File: config.mk
export PLATFORM = sky130hd
export DESIGN_NAME = psd_sqrt
export DESIGN_NICKNAME = d
export VERILOG_FILES = /design/src/rtl/psd_pkg.sv /design/src/rtl/psd_sqrt.sv
export SDC_FILE = /design/constraint.sdc
export NUM_CORES = 1
export LEC_CHECK = 0
export BUFFER_PORTS_ARGS = -buffer_cell sky130_fd_sc_hd__buf_2
export CORE_MARGIN = 2
export CORE_UTILIZATION = 50
export CTS_BUF_LIST = sky130_fd_sc_hd__clkbuf_4 sky130_fd_sc_hd__clkbuf_8 sky130_fd_sc_hd__clkbuf_16
export DETAILED_ROUTE_END_ITERATION = 10
export PLACE_DENSITY = 0.66
export SYNTH_ARGS = -nofsm -noshare
export SYNTH_HDL_FRONTEND = slang
export SYNTH_SLANG_ARGS = --single-unit
File: constraint.sdc
create_clock -name clk_i -period 8.2 [get_ports clk_i]
set_clock_uncertainty 0.2 [all_clocks]
set_input_delay 1.64 -clock clk_i [delete_from_list [all_inputs] [get_ports clk_i]]
set_output_delay 1.64 -clock clk_i [all_outputs]
set_load 0.1 [all_outputs]
File: src/rtl/psd_pkg.sv
`default_nettype none

package psd_pkg;

  localparam int unsigned CoordWidthDef = 16;

  // fixed prep depth: differences, products, sums, square and select
  localparam int unsigned PrepStages = 4;

endpackage

`default_nettype wire

File: src/rtl/psd_sqrt.sv
`default_nettype none

module psd_sqrt import psd_pkg::*; #(
  parameter int unsigned COORD_WIDTH = CoordWidthDef,
  localparam int unsigned MagW = 2 * COORD_WIDTH + 1,
  localparam int unsigned RootW = COORD_WIDTH + 1
) (
  input  wire logic             clk_i,
  input  wire logic             rst_ni,
  input  wire logic             en_i,
  input  wire logic             valid_i,
  input  wire logic [MagW-1:0]  rad_i,
  output logic                  valid_o,
  output logic [RootW-1:0]      root_o
);

  localparam int unsigned TrialW = MagW + 2;

  logic             valid_q [RootW+1];
  logic [MagW-1:0]  rem_q   [RootW+1];
  logic [RootW-1:0] root_q  [RootW+1];

  assign valid_q[0] = valid_i;
  assign rem_q[0]   = rad_i;
  assign root_q[0]  = '0;

  // stage j settles root bit COORD_WIDTH - j
  for (genvar j = 0; j < RootW; j++) begin : g_stage
    localparam int unsigned Bit = COORD_WIDTH - j;
    logic [TrialW-1:0] trial;
    logic [TrialW-1:0] rem_ext;
    logic              take;

    assign trial   = (TrialW'(root_q[j]) << (Bit + 1)) + (TrialW'(1) << (2 * Bit));
    assign rem_ext = TrialW'(rem_q[j]);
    assign take    = rem_ext >= trial;

    always_ff @(posedge clk_i or negedge rst_ni) begin
      if (!rst_ni) begin
        valid_q[j+1] <= 1'b0;
      end else if (en_i) begin
        valid_q[j+1] <= valid_q[j];
      end
    end

    always_ff @(posedge clk_i) begin
      if (en_i) begin
        rem_q[j+1]  <= take ? MagW'(rem_ext - trial) : rem_q[j];
        root_q[j+1] <= take ? (root_q[j] | (RootW'(1) << Bit)) : root_q[j];
      end
    end
  end

  assign valid_o = valid_q[RootW];
  assign root_o  = root_q[RootW];

  a_root_rem_bound: assert property (@(posedge clk_i) disable iff (!rst_ni)
    valid_o |-> (TrialW'(rem_q[RootW]) <= (TrialW'(root_q[RootW]) << 1)))
    else $error("square root remainder exceeds twice the root");

endmodule

`default_nettype wire

Word level (Yosys, flattened, before mapping)
Cells that the tools add are included.
{"block": "word_totals", "wordCells": 132, "out_inout_bits": 18, "in_bits": 37, "register_bits": 834}
{"block": "op_classes", "add_sub_neg": 32, "muxes": 17, "order_cmp": 17}
{"op": "2-to-1 mux 33 bit", "n": 16}
{"op": "subtractor 33 bit", "n": 2}
{"op": "adder 33 x 31 -> 34 bit, second input constant", "n": 1}
{"op": "greater-or-equal comparator 33 x 34 -> 1 bit", "n": 1}
{"op": "adder 32 x 29 -> 33 bit, second input constant", "n": 1}
{"op": "greater-or-equal comparator 33 x 19 -> 1 bit", "n": 1}
{"op": "greater-or-equal comparator 33 x 20 -> 1 bit", "n": 1}
{"op": "greater-or-equal comparator 33 x 21 -> 1 bit", "n": 1}
{"op": "greater-or-equal comparator 33 x 22 -> 1 bit", "n": 1}
{"op": "greater-or-equal comparator 33 x 23 -> 1 bit", "n": 1}
{"op": "greater-or-equal comparator 33 x 24 -> 1 bit", "n": 1}
{"op": "greater-or-equal comparator 33 x 25 -> 1 bit", "n": 1}
{"op": "greater-or-equal comparator 33 x 26 -> 1 bit", "n": 1}
{"op": "greater-or-equal comparator 33 x 27 -> 1 bit", "n": 1}
{"op": "greater-or-equal comparator 33 x 28 -> 1 bit", "n": 1}
{"op": "greater-or-equal comparator 33 x 29 -> 1 bit", "n": 1}
{"op": "greater-or-equal comparator 33 x 30 -> 1 bit", "n": 1}
{"op": "greater-or-equal comparator 33 x 31 -> 1 bit", "n": 1}
{"op": "greater-or-equal comparator 33 x 32 -> 1 bit", "n": 1}
{"op": "greater-or-equal comparator 33 bit", "n": 1}
{"op": "greater-or-equal comparator 33 bit, second input constant", "n": 1}
{"op": "subtractor 33 x 20 -> 33 bit", "n": 1}
{"op": "subtractor 33 x 21 -> 33 bit", "n": 1}
{"op": "subtractor 33 x 22 -> 33 bit", "n": 1}
{"op": "other kinds (26)", "n": 26}

Longest topological paths before layout
Gate-level depths: netlist (run 1).
{"block": "depth", "word_depth": 3, "ltp_mapped": 11, "mapped_depth_nobuf": 10}

Worst setup path after synthesis (run 1)
No wires, ideal clock.
{"block": "synth_timing", "path_kind": "input to register", "from": "input en_i", "to": "register valid_q (netlist bit valid_o)", "setup_ns": 0.125, "required_ns": 7.875, "path_stages": 3, "path_buffers": 2, "t_arrival_ns": 2.631, "path_slack_ns": 5.244, "cell_sequence": "clkbuf_1 buf_1 mux2_2"}
{"item": "start, declared", "line_no": "psd_sqrt.sv:10", "rtl": "input wire logic en_i,"}
{"item": "end signal, assigned by index", "line_no": "psd_sqrt.sv:42", "rtl": "valid_q[j+1] <= valid_q[j];"}
{"item": "end, declared", "line_no": "psd_sqrt.sv:19", "rtl": "logic valid_q [RootW+1];"}
No word-level cell between the ends.

Worst setup path in the final report (run 1)
{"block": "layout_timing", "from": "register rem_q (netlist bit g_stage[15].rem_ext[15])", "to": "register rem_q (netlist bit g_stage[16].rem_ext[27]) (data pin)"}
{"block": "layout_between", "elab_chain_len": 2, "word_cells_on_any_way": 3, "classes_between": "1 x add/sub; 1 x order compare; 1 x mux"}
{"item": "start, declared", "line_no": "psd_sqrt.sv:20", "rtl": "logic [MagW-1:0] rem_q [RootW+1];"}
{"item": "start signal, assigned by index", "line_no": "psd_sqrt.sv:48", "rtl": "rem_q[j+1] <= take ? MagW'(rem_ext - trial) : rem_q[j];"}
{"item": "subtractor 33 x 20 -> 33 bit / greater-or-equal comparator 33 x 20 -> 1 bit (equally long branches)", "line_no": "psd_sqrt.sv:48, psd_sqrt.sv:36"}
{"item": "2-to-1 mux 33 bit (*)", "line_no": "psd_sqrt.sv:48"}
Mark *: on every way between the ends. The rest lies on a longest branch, timed or not.
A chain may end at the register's enable or synchronous reset.

==> results of run 1 <==
-- layout by cell type, fill, tap and decap left out, types with 40 or more instances in the layout --
master | synthesis | layout
o21a_1 | 40 | 40
inv_1 | 207 | 207
clkbuf_16 | 0 | 76
buf_2 | 8 | 53
nand2_1 | 135 | 135
edfxtp_1 | 681 | 681
nor4_1 | 76 | 75
o21ai_0 | 126 | 126
xnor2_1 | 91 | 91
a21oi_1 | 119 | 119
xor2_1 | 111 | 111
nor2_1 | 156 | 156
nor3_1 | 66 | 66
ha_1 | 166 | 166
-- area by class of cell --
| class | count | area, sq um | share of cell area [%] |
|---|---|---|---|
| multi-input combinational | 1550 | 10890 | 29.76 |
| tap | 855 | 1070 | 2.925 |
| inverter | 210 | 788.3 | 2.155 |
| clock buffer | 83 | 1954 | 5.343 |
| sequential | 698 | 20880 | 57.07 |
| timing repair buffer | 67 | 415.4 | 1.136 |
| clock inverter | 54 | 586.8 | 1.604 |
-- cell families (layout without fill, tap and decap cells) --
logic type | after synthesis | in the layout
compound gates | 452 | 452
xor+xnor | 202 | 202
fa+ha+maj | 167 | 167
buf+inv | 246 | 414
flops | 698 | 698
mux | 48 | 48
other cells | 1 | 1
simple gates | 680 | 680
-- worst paths after layout --
| check | from | end | slack [ns] | cells after the start |
|---|---|---|---|---|
| min | g_stage[13].rem_ext[0]$_DFFE_PP_ | g_stage[14].rem_ext[0]$_DFFE_PP_ | 0.24 | 0 |
| max in group asynchronous | rst_ni | valid_q[12]$_DFFE_PN0P_ | 6.82 | 1 |
| min in group asynchronous | rst_ni | valid_o$_DFFE_PN0P_ | 0.72 | 1 |
| max reg2reg | g_stage[15].rem_ext[15]$_DFFE_PP_ | g_stage[16].rem_ext[27]$_DFFE_PP_ | 4.58 | 9 |
| min reg2reg | g_stage[13].rem_ext[0]$_DFFE_PP_ | g_stage[14].rem_ext[0]$_DFFE_PP_ | 0.24 | 0 |
| max | g_stage[15].rem_ext[15]$_DFFE_PP_ | g_stage[16].rem_ext[27]$_DFFE_PP_ | 4.58 | 9 |
-- state kept, by name, summed over array words and instances (netlist names) --
signal	count
g_stage.rem_ext	528
valid_o	1
valid_q	16
root_o	17
root_q	136
-- metal layers --
layer | vias up | global-route usage [%] | part of all wire (%) | wire length (um)
li1 | 9600 | - | - | -
met3 | 130 | 2.788 | 3.9 | 2611
met2 | 517 | 35.02 | 51 | 33890
met1 | 9580 | 25.19 | 42 | 28270
met5 | - | 0 | 0 | 0
met4 | 0 | 7.312 | 3.3 | 2180
-- per-stage QoR --
| step | utilization, % | hold slack, ns |
|---|---|---|
| final | 56.63 | 0.2400 |
| after global routing | 56.63 | 0.2528 |
| after CTS | 56.63 | 0.2430 |
| after detailed placement | 52.70 | 0.2273 |
| after global placement | 52.70 | 0.2222 |
| after floorplan | - | 0.2166 |
-- where the power goes --
part	switching [mW]	internal, mW	total (mW)	leakage [nW]
clock network	1.41	2.03	3.44	1.24
registers	0.365	4.53	4.90	6.73
logic	1.01	0.727	1.73	5.87
total	2.78	7.29	10.1	13.8
==> out/metrics.cfg, run 1 <==
[run_status]
status = finished, final reports clean

[layout]
drive_gt1_share_pct = 9.692
fill_cells = 5164
diodes = 0
final_nets = 2806
syn2layout_area_growth_pct = 11.92
design_area_sq_um = 36580
stdcell_count = 3517

[logic_synthesis]
synth_top_cell_by_area = edfxtp_1
synth_mux_area_share_pct = 1.631
avgSynthCellArea_sq_um = 13.10
synth_nets = 2698
synth_compound_area_share_pct = 8.779
yosys.cell_count.top_type = edfxtp_1
synth_top_family_by_area = simple AND/OR/NAND/NOR gates
ys_async_sr_fraction_pct = 2.436
synth_edf_count = 681
synthSimpleGateAreaFrac_pct = 11.00
synthFlopType = edfxtp_1
synth_area_sq_um = 32680
ys_seq_area_share_pct = 63.88
synthTopCellsByArea = edfxtp_1 63%, ha_1 6.4%, xor2_1 3.0%
synth_top_area_share_pct = 62.58
ys_types = 78
yosysWarnings = 0
synth_common_cells = 681 x edfxtp_1, 207 x inv_1, 166 x ha_1, 156 x nor2_1, 135 x nand2_1
synth_fa_ha_area_share_pct = 6.417
synthCells = 2494
yosys_register_bits = 698
synthXorXnorAreaFrac_pct = 5.414

[worst_setup_path]
crit_path_top_delay_cell = nor4_1
crit_buf_inv = 1
path_class = reg2reg
worstPathCellList = ha_1 -> nand4_1 -> or3_1 -> nor4_1 -> nor4b_1 -> o21a_1 -> buf_4 -> nor4_1 -> xor2_1
worstPathMaxFanout = 38
crit_top_cell = nor4_1
path_delay_family = simple AND/OR/NAND/NOR gates
cp-start-kind = flip-flop
crit_path_end_kind = flip-flop
crit_path_max_incr_delay_ns = 0.56
critical_path_arrival_ns = 3.77
worst_ep_required_time_ns = 8.35

[power]
p_per_area_nw_per_um2 = 275.3
power_leakage_nw = 13.84
totalPowerFinal_mw = 10.07
max-vdd-ir-drop_mv = 0.2070

[timing]
max_slew_margin_pct = 20.22
tns_ns = 0
min_period_ns = 3.623
timing.final.crit_share_pct = 44.19
hold_violations = 0
setup_viol = 0
worst_slack_ns = 4.577
max_slew.worst_pin.slew_ns = 1.166
fmax_ghz = 0.2760
maxSlewViolCount = 0
rsz0062_at_grt = false

[clock_network]
htree_levels = 3
cts_root_buffer = clkbuf_16
hold_buffers = 0
cts_resized = 0
clock_sinks = 698
cts_buffers = 75
cts_tree = yes
cts_buffer_depth = 3
postCtsSetupBuffers = 0
clk_pin_slew_worst_paths_ns = 0.06
clock_latency_ns = 0.62

[global_routing]
grt_pass1_wl_mm = 105.1
antenna_found_initial = 0
grt_max_degree = 186
grt.overflow.total = 0
track_usage_pct = 19.95
first_global_vias = 19510

[placement]
post-place-ws_ns = 4.443
dp.final_hpwl_mm = 48.81
place_area_sq_um = 34030
portBuffers = 54
dp_cells = 3380
finalWeightedCongestion = 0.8972

[detailed_routing]
drtIter0Drc = 1555
route.detailed.vias_per_inst = 5.637
wl_per_cell_um = 19.03
ant_nets = 0
drtPass1Iterations = 5
drc = 0
routed_wl_mm = 66.95
via_count = 19830

[die]
ios = 55
fp.dieArea_sq_um = 67420
start_util_pct = 50.60
die_x_um = 259.7
die_y_um = 259.7
rows = 93
design.core.area_sq_um = 64580

[min_path]
holdCritPathClass = reg2reg

[run]
maxCapViolCount = 0

Note: power is estimated with default switching activity, not from simulation.
==> inputs of run 2 (changes only) <==
--- a/config.mk
+++ b/config.mk
@@ -10,7 +10,7 @@
 export CORE_UTILIZATION = 50
 export CTS_BUF_LIST = sky130_fd_sc_hd__clkbuf_4 sky130_fd_sc_hd__clkbuf_8 sky130_fd_sc_hd__clkbuf_16
 export DETAILED_ROUTE_END_ITERATION = 10
-export PLACE_DENSITY = 0.66
+export PLACE_DENSITY = 0.68
 export SYNTH_ARGS = -nofsm -noshare
 export SYNTH_HDL_FRONTEND = slang
 export SYNTH_SLANG_ARGS = --single-unit
==> constraint.sdc (replaced) <==
create_clock -name clk_i -period 3.2 [get_ports clk_i]
set_clock_uncertainty 0.2 [all_clocks]
set_input_delay 0.64 -clock clk_i [delete_from_list [all_inputs] [get_ports clk_i]]
set_output_delay 0.64 -clock clk_i [all_outputs]
set_load 0.1 [all_outputs]
==> out/metrics.cfg, run 2 (synthesis results as in run 1) <==
[run_status]
status = finished, final reports clean

[placement]
dp_cells = 3468
dp.final_hpwl_mm = 50.71
place_area_sq_um = 34870
finalWeightedCongestion = 0.8983
portBuffers = 54

[global_routing]
track_usage_pct = 20.48
antenna_found_initial = 0
grt_pass1_wl_mm = 108.4
first_global_vias = 20390
grt.overflow.total = 0
grt_max_degree = 89

[worst_setup_path]
crit_path_end_kind = flip-flop
r2r-start = g_stage[9].rem_ext[26]$_DFFE_PP_
cp-start-kind = flip-flop
path_class = reg2reg
critical_path_arrival_ns = 3.27
worstPathMaxFanout = 6
worst_ep_required_time_ns = 3.37
crit_end = g_stage[10].rem_ext[21]$_DFFE_PP_
setup.worst_path.start = g_stage[9].rem_ext[26]$_DFFE_PP_
worst-r2r-setup-slack_ns = 0.10
rr_worst_depth = 6
timing.rr.end = g_stage[10].rem_ext[21]$_DFFE_PP_

[layout]
layout_common_cells = 681 x edfxtp_1, 207 x inv_1, 163 x ha_1, 156 x nor2_1, 135 x nand2_1
seq_area_sq_um = 20880
final_common_cell = edfxtp_1
diodes = 0
stdcell_count = 3637
drive_gt1_share_pct = 13.26
syn2layout_area_growth_pct = 15.72
multiInputGateArea_sq_um = 11050
final_nets = 2931
fill_cells = 5058
design_area_sq_um = 37820
largest_reg_flops = 528

[timing]
max_slew_margin_pct = 43.29
timing.final.crit_share_pct = 96.83
maxSlewViolCount = 0
fmax_ghz = 0.3227
hold_violations = 0
setup_viol = 0
max_slew.worst_pin.slew_ns = 0.8428
min_period_ns = 3.098
hold_ws_ns = 0.05785

[clock_network]
clock_sinks = 698
cts_buffer_depth = 3
clk_pin_slew_worst_paths_ns = 0.06
cts_tree = yes
clock_latency_ns = 0.64
cts_buffers = 74
cts_root_buffer = clkbuf_16
htree_levels = 3

[die]
die_y_um = 259.7
design.core.area_sq_um = 64580
start_util_pct = 50.60
die_x_um = 259.7
fp.dieArea_sq_um = 67420
rows = 93
ios = 55

[power]
power_leakage_nw = 14.48
p_per_area_nw_per_um2 = 679.2
totalPowerFinal_mw = 25.68
max-vdd-ir-drop_mv = 0.5670

[detailed_routing]
route.detailed.vias_per_inst = 5.610
wl_per_cell_um = 18.86
routed_wl_mm = 68.60
drtIter0Drc = 1517
ant_nets = 0
drtPass1Iterations = 7
via_count = 20410
drc = 0

[min_path]
holdCritPathClass = in2reg

[run]
maxCapViolCount = 0

run 2: cell types whose count changed in the layout (fill, tap and decap cells not counted), sizes merged:
cell / delta
clkbuf: +8
clkinv: -7
dlygate4sd3: +34
clkinvlp: -3
buf: +92
bufinv: -4
run 2: area by class of cell:
cell class	instances	share of cell area [%]
sequential	698	55.20
clock buffer	91	5.281
multi-input combinational	1550	29.21
tap	855	2.829
inverter	210	2.094
timing repair buffer	193	4.331
clock inverter	40	1.052
run 2: per-layer routing:
layer | vias up | GRT usage [%] | part of all wire, %
met2 | 448 | 36.93 | 52
met3 | 135 | 2.895 | 3.6
met4 | 0 | 7.104 | 3.2
met1 | 9975 | 25.16 | 41
met5 | - | 0 | 0
li1 | 9847 | - | -
run 2: what timing repair did:
| action | 4_1_cts | 5_1_grt |
|---|---|---|
| endpoints found under the hold margin | 50 | 0 |
| pin swaps | 1 | 2 |
| setup endpoints to repair | 6 | 77 |
| buffers inserted | 4 | 0 |
| hold buffers | 34 | 0 |
| resized for setup | 4 | 27 |
run 2: worst min path at each step:
stage                                     start                                to  slack [ns]  depth (start not counted)
2_1_floorplan                            rst_ni               valid_o$_DFFE_PN0P_        0.14                          0
3_3_place_gp    g_stage[8].rem_ext[1]$_DFFE_PP_   g_stage[9].rem_ext[1]$_DFFE_PP_        0.23                          0
3_5_place_dp   g_stage[11].rem_ext[1]$_DFFE_PP_  g_stage[12].rem_ext[1]$_DFFE_PP_        0.23                          0
4_1_cts                                 valid_i           valid_q[16]$_DFFE_PN0P_        0.03                          2
5_1_grt                                 valid_i           valid_q[16]$_DFFE_PN0P_        0.04                          2
6_report                                valid_i           valid_q[16]$_DFFE_PN0P_        0.06                          2
run 2: through the flow:
step	setup WS [ns]	setup TNS [ns]	utilization [%]
3_3_place_gp	-0.02267	-0.02267	53.99
2_1_floorplan	0.3053	0	-
3_5_place_dp	-0.04604	-0.06106	53.99
4_1_cts	0.006861	0	58.32
6_report	0.1016	0	58.55
5_1_grt	-0.01838	-0.02923	58.55
run 2: critical path, stage by stage (launching register included):
cell      delay [ns]
edfxtp_1        0.43
or4_4           0.56
or4_1           0.47
a311o_1         0.42
nor3_4          0.34
inv_2           0.12
mux2_4          0.31
run 2: report_power, final:
group | leakage (nW) | internal [mW] | switching [mW]
clock | 1.19 | 4.88 | 3.53
sequential | 6.73 | 11.6 | 0.860
combinational | 6.56 | 2.11 | 2.70
